File: src/hw/rtl/i2rd_pkg.sv
// Shared constants, control word types and microcode program for the radix digit converter.
package i2rd_pkg;

    // Datapath sizing
    localparam int VALUE_WIDTH  = 32;
    localparam int MAX_RADIX    = 16;
    localparam int RADIX_WIDTH  = 5;
    localparam int DIGIT_WIDTH  = 4;
    localparam int SYMBOL_WIDTH = 8;
    localparam int TABLE_WIDTH  = 64;
    localparam int CHUNK_BITS   = 8;
    localparam int NUM_CHUNKS   = VALUE_WIDTH / CHUNK_BITS;
    localparam int CHUNK_CNT_W  = (NUM_CHUNKS > 1) ? $clog2(NUM_CHUNKS) : 1;
    localparam int COUNT_WIDTH  = $clog2(VALUE_WIDTH + 1);
    localparam int INDEX_WIDTH  = $clog2(VALUE_WIDTH);
    localparam int CFG_IDX_W    = 2;

    // Register indexes of the configuration port
    localparam logic [CFG_IDX_W-1:0] CFG_RADIX        = 2'd0;
    localparam logic [CFG_IDX_W-1:0] CFG_SYMBOLS_LOW  = 2'd1;
    localparam logic [CFG_IDX_W-1:0] CFG_SYMBOLS_HIGH = 2'd2;

    // Reset values of the configuration registers
    localparam logic [RADIX_WIDTH-1:0] RADIX_RESET        = 5'd10;
    localparam logic [TABLE_WIDTH-1:0] SYMBOLS_LOW_RESET  = 64'h3736353433323130;
    localparam logic [TABLE_WIDTH-1:0] SYMBOLS_HIGH_RESET = 64'h6665646362613938;

    localparam logic [SYMBOL_WIDTH-1:0] MINUS_CHAR = 8'h2D;
    localparam logic [RADIX_WIDTH-1:0]  RADIX_MIN  = 5'd2;
    localparam logic [RADIX_WIDTH-1:0]  RADIX_MAX  = RADIX_WIDTH'(MAX_RADIX);

    // Program counter and program step addresses
    typedef logic [2:0] step_t;
    localparam step_t STEP_IDLE  = 3'd0;
    localparam step_t STEP_DIV   = 3'd1;
    localparam step_t STEP_STORE = 3'd2;
    localparam step_t STEP_SIGN  = 3'd3;
    localparam step_t STEP_EMIT  = 3'd4;
    localparam step_t STEP_END   = 3'd5;

    // Datapath operation of one step
    typedef enum logic [2:0] {
        OP_NOP,
        OP_LOAD,
        OP_DIV_CHUNK,
        OP_STORE,
        OP_SIGN,
        OP_EMIT
    } op_t;

    // Jump condition of one step; the jump is taken when the condition holds
    typedef enum logic [2:0] {
        COND_ALWAYS,
        COND_NOT_START,
        COND_CHUNK_MORE,
        COND_MAG_MORE,
        COND_COUNT_MORE,
        COND_NEVER
    } cond_t;

    typedef struct packed {
        op_t   op;
        cond_t cond;
        step_t target;
    } ctrl_word_t;

    // Microcode ROM
    function automatic ctrl_word_t ucode(input step_t pc);
        ctrl_word_t w;
        unique case (pc)
            STEP_IDLE:  w = '{op: OP_LOAD,      cond: COND_NOT_START,  target: STEP_IDLE};
            STEP_DIV:   w = '{op: OP_DIV_CHUNK, cond: COND_CHUNK_MORE, target: STEP_DIV};
            STEP_STORE: w = '{op: OP_STORE,     cond: COND_MAG_MORE,   target: STEP_DIV};
            STEP_SIGN:  w = '{op: OP_SIGN,      cond: COND_NEVER,      target: STEP_IDLE};
            STEP_EMIT:  w = '{op: OP_EMIT,      cond: COND_COUNT_MORE, target: STEP_EMIT};
            STEP_END:   w = '{op: OP_NOP,       cond: COND_ALWAYS,     target: STEP_IDLE};
            default:    w = '{op: OP_NOP,       cond: COND_ALWAYS,     target: STEP_IDLE};
        endcase
        return w;
    endfunction

endpackage

File: src/hw/rtl/integer_to_radix_digits_core.sv
// Microcoded signed integer to radix digit string converter.
// Each digit is the remainder of dividing the magnitude by the radix; the digits are stored,
//   then the minus sign (for a negative value) and the digits, most significant first, are strobed.
// A value occupies the block until its last character has gone (D = 1..32 digits); the
//   shared divider retires 8 quotient bits per cycle.
// Characters stream one per cycle on strobe; the receiver cannot stall them.
// Reset clears the program counter, output strobe and registers to 10 / "0123456789abcdef".
module integer_to_radix_digits_core (
    input  logic                                  clk,
    input  logic                                  rst_n,
    input  logic                                  start,
    output logic                                  busy,
    input  logic signed [i2rd_pkg::VALUE_WIDTH-1:0] value,
    input  logic                                  cfg_valid,
    output logic                                  cfg_ready,
    input  logic [i2rd_pkg::CFG_IDX_W-1:0]        cfg_index,
    input  logic [i2rd_pkg::TABLE_WIDTH-1:0]      cfg_data,
    output logic                                  strobe,
    output logic [i2rd_pkg::SYMBOL_WIDTH-1:0]     symbol,
    output logic                                  last
);
    import i2rd_pkg::*;

    // Configuration registers
    logic [RADIX_WIDTH-1:0] radix_reg;
    logic [TABLE_WIDTH-1:0] sym_low_reg;
    logic [TABLE_WIDTH-1:0] sym_high_reg;

    // Sequencer and datapath registers
    step_t                   pc_reg, pc_next;
    logic [VALUE_WIDTH-1:0]  mag_reg, mag_next;
    logic [DIGIT_WIDTH-1:0]  rem_reg, rem_next;
    logic [CHUNK_CNT_W-1:0]  chunk_reg, chunk_next;
    logic [COUNT_WIDTH-1:0]  count_reg, count_next;
    logic                    neg_reg, neg_next;
    logic [DIGIT_WIDTH-1:0]  digit_buf [VALUE_WIDTH];

    // Output registers
    logic                    strobe_reg, strobe_next;
    logic [SYMBOL_WIDTH-1:0] symbol_reg, symbol_next;
    logic                    last_reg, last_next;

    ctrl_word_t              cw;
    logic                    jump;
    logic [RADIX_WIDTH-1:0]  eff_radix;
    logic [CHUNK_BITS-1:0]   q_bits;
    logic [DIGIT_WIDTH-1:0]  chunk_rem;
    logic [RADIX_WIDTH-1:0]  trial;
    logic [INDEX_WIDTH-1:0]  rd_index;
    logic [DIGIT_WIDTH-1:0]  rd_digit_reg;
    logic [2*TABLE_WIDTH-1:0] sym_table;
    logic                    buf_we;

    assign cfg_ready = 1'b1;
    assign busy      = (pc_reg != STEP_IDLE);
    assign strobe    = strobe_reg;
    assign symbol    = symbol_reg;
    assign last      = last_reg;

    // Fetch the control word of the current step
    assign cw = ucode(pc_reg);

    // Clamp the radix into the supported range
    always_comb
    begin
        priority if (radix_reg < RADIX_MIN)
            eff_radix = RADIX_MIN;
        else if (radix_reg > RADIX_MAX)
            eff_radix = RADIX_MAX;
        else
            eff_radix = radix_reg;
    end

    // Restoring division over the top chunk of the magnitude
    always_comb
    begin
        chunk_rem = rem_reg;
        q_bits    = '0;
        trial     = '0;
        for (int i = 0; i < CHUNK_BITS; i++)
        begin
            trial = {chunk_rem, mag_reg[VALUE_WIDTH-1-i]};
            if (trial >= eff_radix)
            begin
                q_bits[CHUNK_BITS-1-i] = 1'b1;
                trial = trial - eff_radix;
            end
            chunk_rem = trial[DIGIT_WIDTH-1:0];
        end
    end

    // Address the digit for the next step and look up its symbol
    assign rd_index  = INDEX_WIDTH'(count_next - COUNT_WIDTH'(1));
    assign sym_table = {sym_high_reg, sym_low_reg};

    // Evaluate the jump condition
    always_comb
    begin
        unique case (cw.cond)
            COND_ALWAYS:     jump = 1'b1;
            COND_NOT_START:  jump = !start;
            COND_CHUNK_MORE: jump = (chunk_reg != CHUNK_CNT_W'(NUM_CHUNKS - 1));
            COND_MAG_MORE:   jump = (mag_reg != '0)
                                    && (count_reg != COUNT_WIDTH'(VALUE_WIDTH - 1));
            COND_COUNT_MORE: jump = (count_reg != COUNT_WIDTH'(1));
            COND_NEVER:      jump = 1'b0;
            default:         jump = 1'b0;
        endcase
    end

    // Execute the datapath operation of the current step
    always_comb
    begin
        pc_next     = jump ? cw.target : step_t'(pc_reg + step_t'(1));
        mag_next    = mag_reg;
        rem_next    = rem_reg;
        chunk_next  = chunk_reg;
        count_next  = count_reg;
        neg_next    = neg_reg;
        strobe_next = 1'b0;
        symbol_next = symbol_reg;
        last_next   = last_reg;
        buf_we      = 1'b0;
        unique case (cw.op)
            OP_NOP:
            begin
            end
            OP_LOAD:
            begin
                neg_next   = value[VALUE_WIDTH-1];
                mag_next   = value[VALUE_WIDTH-1] ? (~value + VALUE_WIDTH'(1)) : value;
                rem_next   = '0;
                chunk_next = '0;
                count_next = '0;
            end
            OP_DIV_CHUNK:
            begin
                mag_next   = {mag_reg[VALUE_WIDTH-CHUNK_BITS-1:0], q_bits};
                rem_next   = chunk_rem;
                chunk_next = CHUNK_CNT_W'(chunk_reg + CHUNK_CNT_W'(1));
            end
            OP_STORE:
            begin
                buf_we     = 1'b1;
                rem_next   = '0;
                chunk_next = '0;
                count_next = COUNT_WIDTH'(count_reg + COUNT_WIDTH'(1));
            end
            OP_SIGN:
            begin
                strobe_next = neg_reg;
                symbol_next = MINUS_CHAR;
                last_next   = 1'b0;
            end
            OP_EMIT:
            begin
                strobe_next = 1'b1;
                symbol_next = sym_table[{rd_digit_reg, 3'b000} +: SYMBOL_WIDTH];
                last_next   = (count_reg == COUNT_WIDTH'(1));
                count_next  = COUNT_WIDTH'(count_reg - COUNT_WIDTH'(1));
            end
            default:
            begin
            end
        endcase
    end

    // Hold configuration; update on a write transaction
    always_ff @(posedge clk or negedge rst_n)
    begin
        if (!rst_n)
        begin
            radix_reg    <= RADIX_RESET;
            sym_low_reg  <= SYMBOLS_LOW_RESET;
            sym_high_reg <= SYMBOLS_HIGH_RESET;
        end
        else if (cfg_valid && cfg_ready)
        begin
            if (cfg_index == CFG_RADIX)
                radix_reg <= cfg_data[RADIX_WIDTH-1:0];
            if (cfg_index == CFG_SYMBOLS_LOW)
                sym_low_reg <= cfg_data;
            if (cfg_index == CFG_SYMBOLS_HIGH)
                sym_high_reg <= cfg_data;
        end
    end

    // Advance the sequencer and the control registers
    always_ff @(posedge clk or negedge rst_n)
    begin
        if (!rst_n)
        begin
            pc_reg     <= STEP_IDLE;
            chunk_reg  <= '0;
            count_reg  <= '0;
            neg_reg    <= 1'b0;
            strobe_reg <= 1'b0;
        end
        else
        begin
            pc_reg     <= pc_next;
            chunk_reg  <= chunk_next;
            count_reg  <= count_next;
            neg_reg    <= neg_next;
            strobe_reg <= strobe_next;
        end
    end

    // Update payload registers
    always_ff @(posedge clk)
    begin
        mag_reg    <= mag_next;
        rem_reg    <= rem_next;
        symbol_reg <= symbol_next;
        last_reg   <= last_next;
    end

    // Store the finished digit, least significant first; fetch the digit for the next step
    always_ff @(posedge clk)
    begin
        if (buf_we)
            digit_buf[count_reg[INDEX_WIDTH-1:0]] <= rem_reg;
        rd_digit_reg <= digit_buf[rd_index];
    end

`ifndef SYNTHESIS
    // A character only leaves while a conversion is in progress
    a_strobe_busy: assert property (@(posedge clk) disable iff (!rst_n)
        strobe |-> busy)
        else $error("character strobed while idle");

    // The final character of a run is followed by a gap
    a_last_gap: assert property (@(posedge clk) disable iff (!rst_n)
        (strobe && last) |=> !strobe)
        else $error("character strobed right after last");

    // An accepted value starts the division
    a_accept_div: assert property (@(posedge clk) disable iff (!rst_n)
        (start && !busy) |=> (pc_reg == STEP_DIV && count_reg == '0))
        else $error("accepted value did not enter division");

    // Emission never reads past the stored digits
    a_emit_count: assert property (@(posedge clk) disable iff (!rst_n)
        (pc_reg == STEP_EMIT) |-> (count_reg != '0
            && count_reg <= COUNT_WIDTH'(VALUE_WIDTH)))
        else $error("digit count out of range during emission");

    // The digit count never exceeds the buffer depth
    a_count_range: assert property (@(posedge clk) disable iff (!rst_n)
        count_reg <= COUNT_WIDTH'(VALUE_WIDTH))
        else $error("digit count overflow");
`endif

endmodule
File: config.mk
export PLATFORM = sky130hd
export DESIGN_NAME = integer_to_radix_digits_core
export DESIGN_NICKNAME = d
export VERILOG_FILES = /design/src/hw/rtl/i2rd_pkg.sv /design/src/hw/rtl/integer_to_radix_digits_core.sv
export SDC_FILE = /design/constraint.sdc
export NUM_CORES = 1
export LEC_CHECK = 0
export ABC_CLOCK_PERIOD_IN_PS = 11800
export BUFFER_PORTS_ARGS = -buffer_cell sky130_fd_sc_hd__buf_4
export CORE_MARGIN = 2
export CORE_UTILIZATION = 55
export CTS_CLUSTER_SIZE = 14
export DETAILED_ROUTE_END_ITERATION = 16
export PLACE_DENSITY_LB_ADDON = 0.3
export SYNTH_ARGS = -nofsm -noshare
export SYNTH_HDL_FRONTEND = slang
export SYNTH_SLANG_ARGS = --single-unit
export TNS_END_PERCENT = 100
File: constraint.sdc
create_clock -name clk -period 11.8 [get_ports clk]
set_clock_uncertainty 0.05 [all_clocks]
set_input_delay 0.59 -clock clk [delete_from_list [all_inputs] [get_ports clk]]
set_output_delay 0.59 -clock clk [all_outputs]
set_load 0.1 [all_outputs]
---- Word-level counts from Yosys, hierarchy flattened ----
Memories as Yosys holds them, arrays and structs flattened. A register that Yosys moved wholly into a read port is not among the register bits.
Cells that the tools add are included.
storage, ports and cells
  memories ................................ 1
  word-level logic and storage cells ...... 104
  memory bits (writable) .................. 128
  register bits after elaboration ......... 191
cells by class
  add/subtract/negate cells ............... 14
  shift operators ......................... 1
  bitwise logic cells ..................... 1
  eq/ne operators ......................... 19
  muxes and demuxes ....................... 32
  $lt $le $gt $ge ......................... 10
  reductions and logical operators ........ 14
memories
  memory     words  width  rd ports  clocked after memory_dff  wr ports  line                                source
  digit_buf  32     4      1         1                         1         integer_to_radix_digits_core.sv:36  logic [DIGIT_WIDTH-1:0] digit_buf [VALUE_WIDTH];
operators with widths
  kind                                                                     number
  128-bit by 8-bit variable part select with 8-bit output                  1
  32-bit case mux with 2 select lines                                      1
  9-bit case mux with 5 select lines                                       1
  5-bit >= comparator                                                      8
  32-bit by 2-bit adder with 32-bit output, second input constant          1
  32-bit 2-to-1 mux                                                        1
  4-bit 2-to-1 mux                                                         8
  32-bit NOT                                                               1
  32-bit nonzero test                                                      1
  4-bit subtractor                                                         8
  3-bit by 2-bit equality test with 1-bit output, second input constant    6
  6-bit case mux with 3 select lines                                       1
  8-bit case mux with 2 select lines                                       1
  3-bit equality test, second input constant                               4
  1-bit 2-to-1 mux                                                         11
  5-bit 2-to-1 mux                                                         2
  3-bit by 1-bit equality test with 1-bit output, second input constant    3
  4-bit case mux with 2 select lines                                       1
  6-bit by 1-bit adder with 6-bit output, second input constant            1
  6-bit by 1-bit equality test with 1-bit output, second input constant    1
  3-bit zero test                                                          2
  6-bit by 1-bit inequality test with 1-bit output, second input constant  1
  6-bit by 5-bit inequality test with 1-bit output, second input constant  1
  2-bit AND reduction                                                      3
  other kinds (19)                                                         22

---- Logic depth before layout (Yosys ltp) ----
Gate-level depths: netlist of the first run.
  depth in word-level cells ............... 20
  depth in mapped cells ................... 60
  depth with buffers taken out ............ 58

---- Least setup slack after synthesis of the first run ----
No wires, ideal clock.
  kind .................................... register to register
  start point ............................. register radix_reg[3]
  end point ............................... register rem_reg[3], data pin
  clock period less this slack ............ 12876 ps
  slack ................................... -1076 ps
  setup time .............................. 256 ps
  arrival ................................. 12570 ps
  stages on the path, launching flop included .. 60
  required time ........................... 11494 ps
  cell sequence ........................... dfstp_2 > nor2_1 > o21ai_0 > ha_1 > nor2b_1 > o21ai_0 > a31oi_1 > o21a_1 > or3_1 > nand2_1 > ha_1 > nor2b_1 > o21ai_0 > a31oi_1 > o21ai_0 > a21boi_0 > or2_2 > inv_1 > [24 not listed] > clkbuf_1 > mux2_2 > inv_1 > ha_1 > a21o_1 > a21o_1 > a21o_1 > a21o_1 > mux2_2 > inv_1 > ha_1 > nor2b_1 > o21ai_0 > a31oi_1 > o21a_1 > nor2_1 > nor4b_1 > a31o_2
on the way
  cells in the longest elaborated chain, start to end .. 20
RTL lines
  item                                                     line                                                                    source
  start: declaration                                       integer_to_radix_digits_core.sv:25                                      logic [RADIX_WIDTH-1:0] radix_reg;
  start signal: assignment                                 integer_to_radix_digits_core.sv:180                                     radix_reg <= cfg_data[RADIX_WIDTH-1:0];
  5-bit greater-than comparator                            integer_to_radix_digits_core.sv:68                                      else if (radix_reg > RADIX_MAX)
  5-bit 2-to-1 mux                                         integer_to_radix_digits_core.sv:68
  5-bit 2-to-1 mux (*)                                     integer_to_radix_digits_core.sv:66                                      priority if (radix_reg < RADIX_MIN)
  4-bit subtractor or 5-bit >= comparator (tied branches)  integer_to_radix_digits_core.sv:86, integer_to_radix_digits_core.sv:83
  4-bit 2-to-1 mux                                         integer_to_radix_digits_core.sv:83                                      if (trial >= eff_radix)
  4-bit subtractor or 5-bit >= comparator (tied branches)  integer_to_radix_digits_core.sv:86, integer_to_radix_digits_core.sv:83
  4-bit 2-to-1 mux                                         integer_to_radix_digits_core.sv:83
  4-bit subtractor or 5-bit >= comparator (tied branches)  integer_to_radix_digits_core.sv:86, integer_to_radix_digits_core.sv:83
  [4 not listed]                                           n/a
  4-bit 2-to-1 mux                                         integer_to_radix_digits_core.sv:83
  4-bit subtractor or 5-bit >= comparator (tied branches)  integer_to_radix_digits_core.sv:86, integer_to_radix_digits_core.sv:83
  4-bit 2-to-1 mux                                         integer_to_radix_digits_core.sv:83
  4-bit subtractor or 5-bit >= comparator (tied branches)  integer_to_radix_digits_core.sv:86, integer_to_radix_digits_core.sv:83
  4-bit 2-to-1 mux                                         integer_to_radix_digits_core.sv:83
  4-bit subtractor or 5-bit >= comparator (tied branches)  integer_to_radix_digits_core.sv:86, integer_to_radix_digits_core.sv:83
  4-bit 2-to-1 mux (*)                                     integer_to_radix_digits_core.sv:83
  4-bit case mux with 2 select lines (*)                   integer_to_radix_digits_core.sv:124                                     unique case (cw.op)
  end signal: assignment                                   integer_to_radix_digits_core.sv:213                                     rem_reg <= rem_next;
  end: declaration                                         integer_to_radix_digits_core.sv:32                                      logic [DIGIT_WIDTH-1:0] rem_reg, rem_next;
Every way passes the cells marked *; elsewhere a longest branch is shown, timed or not.
A chain may end at the register's enable or synchronous reset.

---- Worst setup path in the final report of the first run ----
  start point ............................. register radix_reg[3]
  end point ............................... register rem_reg[0], data pin
on the way
  cells in the longest elaborated chain, start to end .. 20
RTL lines
  item                                                     line
  5-bit greater-than comparator                            integer_to_radix_digits_core.sv:68
  5-bit 2-to-1 mux                                         integer_to_radix_digits_core.sv:68
  5-bit 2-to-1 mux (*)                                     integer_to_radix_digits_core.sv:66
  4-bit subtractor or 5-bit >= comparator (tied branches)  integer_to_radix_digits_core.sv:86, integer_to_radix_digits_core.sv:83
  4-bit 2-to-1 mux                                         integer_to_radix_digits_core.sv:83
  4-bit subtractor or 5-bit >= comparator (tied branches)  integer_to_radix_digits_core.sv:86, integer_to_radix_digits_core.sv:83
  4-bit 2-to-1 mux                                         integer_to_radix_digits_core.sv:83
  4-bit subtractor or 5-bit >= comparator (tied branches)  integer_to_radix_digits_core.sv:86, integer_to_radix_digits_core.sv:83
  [4 not listed]                                           n/a
  4-bit 2-to-1 mux                                         integer_to_radix_digits_core.sv:83
  4-bit subtractor or 5-bit >= comparator (tied branches)  integer_to_radix_digits_core.sv:86, integer_to_radix_digits_core.sv:83
  4-bit 2-to-1 mux                                         integer_to_radix_digits_core.sv:83
  4-bit subtractor or 5-bit >= comparator (tied branches)  integer_to_radix_digits_core.sv:86, integer_to_radix_digits_core.sv:83
  4-bit 2-to-1 mux                                         integer_to_radix_digits_core.sv:83
  5-bit >= comparator                                      integer_to_radix_digits_core.sv:83
  4-bit 2-to-1 mux (*)                                     integer_to_radix_digits_core.sv:83
  4-bit case mux with 2 select lines (*)                   integer_to_radix_digits_core.sv:124
Marked as above.

==> results of run 1 <==
[cells in the mapped netlist (all sizes together) (8+ instances only)]
| library cell | count |
|---|---|
| mux2i | 30 |
| xnor2 | 15 |
| o21ai | 38 |
| fa | 8 |
| dfstp | 58 |
| mux4 | 72 |
| buf | 15 |
| a21oi | 44 |
| a21o | 16 |
| nand3 | 17 |
| edfxtp | 173 |
| mux2 | 143 |
| nor4 | 11 |
| nor3 | 10 |
| or3 | 8 |
| clkbuf | 39 |
| a31oi | 9 |
| nor2 | 82 |
| xor2 | 33 |
| inv | 51 |
| o31ai | 10 |
| dfrtp | 88 |
| ha | 53 |
| nor2b | 12 |
| nand2 | 41 |
[metal layers]
metal | wire length [um] | track usage, % | vias to the layer above | part of all wire [%]
li1 | - | - | 4661 | -
met4 | 510 | 5.23 | 0 | 1.5
met2 | 17400 | 37.4 | 256 | 50
met1 | 14900 | 31.6 | 5094 | 43
met3 | 1970 | 4.66 | 40 | 5.7
met5 | 0 | 0 | - | 0
[through the flow]
stage	hold WS, ns	instance area (um2)
final	0.0490	19000
after global routing	0.114	19000
after CTS	0.0720	18800
after detailed placement	0.413	17700
after global placement	0.417	17700
after floorplan	0.244	16400
[cells by family after synthesis]
family | count (synthesis) | synth area share [%]
muxes | 245 | 21.5
DFF | 323 | 54.9
other | 1 | 0.0229
buffers and inverters | 105 | 2.54
adders and majority gates | 61 | 5.02
and+or+nand+nor | 221 | 6.81
AOI/OAI and AO/OA | 161 | 6.42
xor gates and xnor gates | 48 | 2.73
[worst paths after layout]
check / start / to / slack, ns / depth (start not counted)
setup reg to reg: radix_reg[3] / rem_reg[0] / 0.39 / 59
hold / removal: rst_n / sym_high_reg[20] / 0.05 / 1
setup / recovery: radix_reg[3] / rem_reg[0] / 0.39 / 59
max in group asynchronous: rst_n / strobe / 10.29 / 2
hold reg to reg: chunk_reg[0] / chunk_reg[0] / 0.43 / 1
min in group clk: cfg_data[21] / sym_high_reg[21] / 0.26 / 2
[what timing repair did]
item,CTS,global route
setup endpoints to repair,5,5
buffers inserted,0,12
hold buffers,0,0
gates cloned,0,1
pin swaps,0,28
resized for setup,6,44
[layout make-up]
class                           instances  area share (%)
Sequential cell                       323            47.3
Clock buffer                           48            4.96
Clock inverter                         13           0.434
Inverter                               51            1.01
Timing Repair Buffer                  149            5.92
Multi-Input combinational cell        737            37.8
Tap cell                              390            2.56
==> flow_summary.yaml, run 1 <==
yosys:
  synthArstFlopShare_pct: 45.2
  yosysSeqAreaShare_pct: 54.9
  yosys_warnings: 0
  ys_top_cells_by_area: "edfxtp_1, dfrtp_1, mux4_2"
  synth_top_area_share_pct: 31.7
  yosysUniqueCellTypes: 74
  ys_ff_latch: 323
  syn_nets: 1328
  netlist_area_um2: 16400
  synth.avg_cell_area_um2: 14.1
  syn-instance-count: 1165
  synth_edf_count: 173
  ys.flop_type: "edfxtp_1"
  yosys.area.top_type: "edfxtp_1"
grt:
  overflow: 0
  track_usage_pct: 22.8
  grt_max_degree: 79
  grt_pass1_wl_um: 55200
  grt_pass1_vias: 10200
  antenna_found_initial: 0
worst_setup_path:
  crit_type: "reg2reg"
  start_kind: "register"
  cpMostUsedCell: "a21o_1"
  slowest_stage: "dfstp_2"
  worstPathMaxFanout: 6
  path_delay_family: "compound AO/OA/AOI/OAI gates"
  cp.buffers_inverters: 6
  cp-end-kind: "register"
  cp.required_ns: 12.08
  crit_arrival_ns: 11.69
  crit_path_max_incr_delay_ns: 0.56
floorplan:
  start_util_pct: 55.6
  coreArea_um2: 29500
  die_w_um: 177
  io_pins: 114
  rows: 63
  dieArea_um2: 31200
  die-height_um: 177
placement:
  dp.cells: 1637
  dpl_worst_slack_ns: -0.258
  place_hpwl_um: 23500
  gp_congestion: 0.893
  portBuffers: 112
timing:
  timing.fmax_mhz: 87.6
  period_share_pct: 96.7
  slew_headroom_pct: 19.3
  hold_viol: 0
  period_minus_slack_ns: 11.41
  setup_tns_ns: 0
  worst_pin_slew_ns: 1.21
  worst_slack_ns: 0.386
  drv_slew: 0
  setup_viol_count_final: 0
layout:
  final_cell_mix: "edfxtp_1, buf_4, mux2_2"
  largest_register_ffs: 128
  final_core_util_pct: 64.6
  antenna_cells: 0
  area_growth_syn_to_layout_pct: 16.1
  finalNonFillerCells: 1711
  layout_commonest_cell: "edfxtp_1"
  fin_nets: 1459
  drive_gt1_share_pct: 39.5
  multi_input_area_um2: 7200
  fill_cells: 2156
  register_area_um2: 9000
routing:
  wl_um: 34800
  first_pass_iters: 5
  ant_nets: 0
  via_count: 10100
  drt_iter0_drc: 731
  route.detailed.drc: 0
  wl_per_cell_um: 20.3
  via_per_inst: 5.87
clock_tree:
  cts_tree: "done"
  cts_made_buffers: 34
  htreeDepth: 2
  clock_latency_ns: 0.52
  cts_buffer_depth: 3
  clk_pin_slew_ns: 0.06
  clock-sinks: 323
  clockRootBuffer: "clkbuf_16"
flow_run:
  maxCapViolations: 0
min_path:
  hp-class: "in2async"
status:
  outcome: "finished clean"
Power of run 1 is left out: the tool's default activity adds up to more than one toggle a clock period on the data nets, which glitch-free logic cannot reach.
==> run 2, diff against run 1 <==
Settings changed: PLACE_DENSITY set to 0.77, PLACE_DENSITY_LB_ADDON 0.3 to not set.
==> run 2 against run 1 <==
Effect of this change:
- critical path depth decreased by 2
- routed wire length increased by 0.92%
- critical path type unchanged
- flip-flop and latch count unchanged
- via count increased by 0.44%
- worst hold slack got worse by 0.034 ns
- global-route usage increased by 0.31 points
- final cell count decreased by 0.35%
- largest cell class unchanged
- fmax increased by 0.98%
==> flow_summary.yaml, run 2 (synthesized netlist as in run 1, its figures left out) <==
status:
  outcome: "finished clean"
clock_tree:
  cts_made_buffers: 34
  clockRootBuffer: "clkbuf_16"
  cts_buffer_depth: 3
  htreeDepth: 2
  clock_latency_ns: 0.51
  cts_tree: "done"
  clock-sinks: 323
  clk_pin_slew_ns: 0.06
worst_setup_path:
  worstPathMaxFanout: 8
  r2r-end: "mag_reg[0]"
  r2r-start: "radix_reg[3]"
  endpoint: "mag_reg[0]"
  cp-end-kind: "register"
  cp.buffers_inverters: 5
  slowest_stage: "dfstp_2"
  cpMostUsedCell: "a21o_1"
  crit_path_max_incr_delay_ns: 0.55
  worstRegToRegCells: 57
  path_delay_family: "compound AO/OA/AOI/OAI gates"
  ff2ff_setup_slack_ns: 0.50
  crit_arrival_ns: 11.46
  start_kind: "register"
  critical_path_depth: 57
  crit_type: "reg2reg"
  cp-startpoint: "radix_reg[3]"
  cp.required_ns: 11.96
floorplan:
  coreArea_um2: 29500
  die-height_um: 177
  start_util_pct: 55.6
  rows: 63
  dieArea_um2: 31200
  die_w_um: 177
  io_pins: 114
grt:
  grt_max_degree: 82
  track_usage_pct: 23.1
  grt_pass1_vias: 10100
  antenna_found_initial: 0
  grt_pass1_wl_um: 55900
  overflow: 0
routing:
  via_per_inst: 5.92
  wl_um: 35100
  route.detailed.drc: 0
  drt_iter0_drc: 886
  first_pass_iters: 5
  ant_nets: 0
  via_count: 10100
  wl_per_cell_um: 20.6
timing:
  period_minus_slack_ns: 11.30
  slew_headroom_pct: 21.6
  timing.fmax_mhz: 88.5
  setup_viol_count_final: 0
  worst_pin_slew_ns: 1.17
  hold_slack_ns: 0.0153
  period_share_pct: 95.8
  hold_viol: 0
  drv_slew: 0
placement:
  dp.cells: 1636
  gp_congestion: 0.884
  place_hpwl_um: 24000
  portBuffers: 112
layout:
  drive_gt1_share_pct: 39.1
  antenna_cells: 0
  largest_register_ffs: 128
  finalNonFillerCells: 1705
  area_growth_syn_to_layout_pct: 15.8
  final_cell_mix: "edfxtp_1, mux2_2, buf_4"
  layout_commonest_cell: "edfxtp_1"
  fin_nets: 1453
min_path:
  hp-class: "in2async"
flow_run:
  maxCapViolations: 0
## run 2: routing by layer
metal,share of wire (%),vias up,track usage (%)
li1,-,4656,-
met1,43,5101,32.0
met2,50,293,38.7
met3,6.1,45,4.38
met4,1.5,0,4.30
met5,0,-,0
## run 2: what timing repair did
item | CTS | global route
setup buffers | 0 | 7
hold buffers | 0 | 0
gates cloned | 0 | 1
setup endpoints to repair | 5 | 5
resized for setup | 6 | 29
pin swaps | 0 | 18
## run 2: worst min-delay path by stage
stage	slack [ns]	cells past startpoint	start	end
final	0.02	1	rst_n	sym_high_reg[60]
after floorplan	0.24	0	rst_n	chunk_reg[0]
after CTS	0.04	1	rst_n	sym_low_reg[30]
after global placement	0.42	1	neg_reg	strobe
after global routing	0.06	1	rst_n	sym_high_reg[55]
after detailed placement	0.42	1	neg_reg	strobe
## run 2: layout make-up
class	instances	area, um2
fillers	2148	10500
flip-flops and latches	323	9000
multi-input cells	737	7120
repair buffers	143	1080
clock buffers	43	916
well taps	390	488
inverters	51	191
clock inverters	18	171
## run 2: metrics by stage
| step | utilization, % | instance area, um2 | setup WS [ns] | TNS (ns) |
|---|---|---|---|---|
| 2_1_floorplan | - | 16400 | 0.0770 | 0 |
| 3_3_place_gp | 60.1 | 17700 | 0.229 | 0 |
| 3_5_place_dp | 60.1 | 17700 | -0.212 | -0.989 |
| 4_1_cts | 63.8 | 18800 | 0.0314 | 0 |
| 5_1_grt | 64.4 | 19000 | -0.144 | -0.620 |
| 6_report | 64.4 | 19000 | 0.497 | 0 |
Power of run 2 is left out for the same reason.
==> run 3, diff against run 2 <==
Settings changed: CORE_UTILIZATION 55 to 57, CTS_BUF_LIST set to sky130_fd_sc_hd__clkbuf_8, PLACE_DENSITY 0.77 to 0.79.
==> run 3 against run 2 <==
Effect of this change:
- core utilization up 1.7 points
- final cell count increased by 1.8%
- largest cell class unchanged
- worst hold slack improved by 0.010 ns
==> flow_summary.yaml, run 3 (synthesized netlist as in run 1, its figures left out) <==
status:
  outcome: "finished clean"
clock_tree:
  cts_made_buffers: 52
  clk_pin_slew_ns: 0.06
  cts_buffer_depth: 3
  cts_tree: "done"
  clock_latency_ns: 0.58
  clock-sinks: 323
  cts_hold_buf: 0
  htreeDepth: 2
  clockRootBuffer: "clkbuf_8"
timing:
  hold_viol: 0
  hold_slack_ns: 0.0255
  worst_pin_slew_ns: 1.16
  drv_slew: 0
  period_minus_slack_ns: 11.23
  slew_headroom_pct: 22.5
  period_share_pct: 95.2
  timing.fmax_mhz: 89.0
  setup_viol_count_final: 0
routing:
  via_per_inst: 5.89
  wl_um: 34400
  route.detailed.drc: 0
  via_count: 10200
  wl_per_cell_um: 19.8
  first_pass_iters: 5
  ant_nets: 0
  drt_iter0_drc: 738
worst_setup_path:
  worstPathMaxFanout: 7
  cp-end-kind: "register"
  start_kind: "register"
  slowest_stage: "dfstp_2"
  crit_arrival_ns: 11.50
  cp.required_ns: 12.07
  crit_type: "reg2reg"
  crit_path_max_incr_delay_ns: 0.55
floorplan:
  rows: 62
  io_pins: 114
  die-height_um: 174
  coreArea_um2: 28500
  start_util_pct: 57.4
  die_w_um: 174
  dieArea_um2: 30100
layout:
  layout_commonest_cell: "edfxtp_1"
  final_area_um2: 18900
  drive_gt1_share_pct: 39.3
  final_core_util_pct: 66.0
  final_cell_mix: "edfxtp_1, mux2_2, buf_4"
  fin_nets: 1471
  finalNonFillerCells: 1735
  largest_register_ffs: 128
  area_growth_syn_to_layout_pct: 15.0
placement:
  placed_cell_area_um2: 17700
  dp.cells: 1633
  gp_congestion: 0.895
  portBuffers: 112
  place_hpwl_um: 23600
grt:
  overflow: 0
  grt_pass1_vias: 10500
  antenna_found_initial: 2
  grt_max_degree: 94
  track_usage_pct: 23.1
  grt_pass1_wl_um: 55000
min_path:
  hp-class: "in2async"
flow_run:
  maxCapViolations: 0
## run 3: cell types whose count changed in the layout (fill, tap and decap cells not counted), moves of 2 or more
cell	delta
clkbuf_8	+58
clkbuf_16	-35
inv_1	+16
clkbuf_1	-7
clkinv_1	+5
clkinvlp_4	-3
a211oi_2	+2
a211oi_4	-2
a21oi_1	+2
a21oi_2	-2
bufinv_16	-2
clkinv_2	+2
diode_2	+2
## run 3: path summary, 6_finish.rpt
check,start,end,slack [ns],depth (start not counted)
worst max-delay path,radix_reg[3],rem_reg[3],0.57,57
worst min-delay path,rst_n,sym_high_reg[28],0.03,1
worst max register to register,radix_reg[3],rem_reg[3],0.57,57
worst min register to register,neg_reg,strobe,0.44,1
max in group asynchronous,rst_n,sym_high_reg[41],10.44,2
min in group clk,cfg_data[30],sym_low_reg[30],0.20,2
## run 3: cell type report
cell class | instances | area (um2)
antenna | 2 | 5.00
sequential | 323 | 9000
inverter | 51 | 191
clock inverter | 36 | 178
multi-input combinational | 737 | 7090
timing repair buffer | 143 | 1090
tap | 384 | 480
fill | 2064 | 9690
clock buffer | 59 | 812
## run 3: repair_timing
| action | in CTS | in global routing |
|---|---|---|
| resized for setup | 4 | 25 |
| endpoints found under the setup margin | 5 | 5 |
| buffers inserted | 0 | 5 |
| pin swaps | 0 | 12 |
## run 3: metrics by stage
stage | TNS (ns) | setup slack, ns
floorplan | 0 | 0.0770
global placement | 0 | 0.123
detailed placement | -0.444 | -0.226
CTS | 0 | 0.0749
global route | -0.274 | -0.0704
finish | 0 | 0.565
## run 3: per-layer routing
layer / share of wire (%) / global-route usage (%) / vias up / wire (um)
li1: - / - / 4711 / -
met1: 42 / 31.1 / 5123 / 14500
met2: 48 / 37.5 / 312 / 16500
met3: 7.2 / 5.20 / 74 / 2460
met4: 2.8 / 8.05 / 0 / 973
met5: 0 / 0 / - / 0
## run 3: critical path: cells and delay by family (launching register included)
family	cells	cell delay [ns]
buffers and inverters	4	0.24
multiplexers	3	0.95
AO/OA/AOI/OAI	29	5.31
flip-flops	1	0.55
AND/OR/NAND/NOR	13	1.86
adder cells (fa/ha/maj)	8	2.04
Power of run 3 is left out for the same reason.
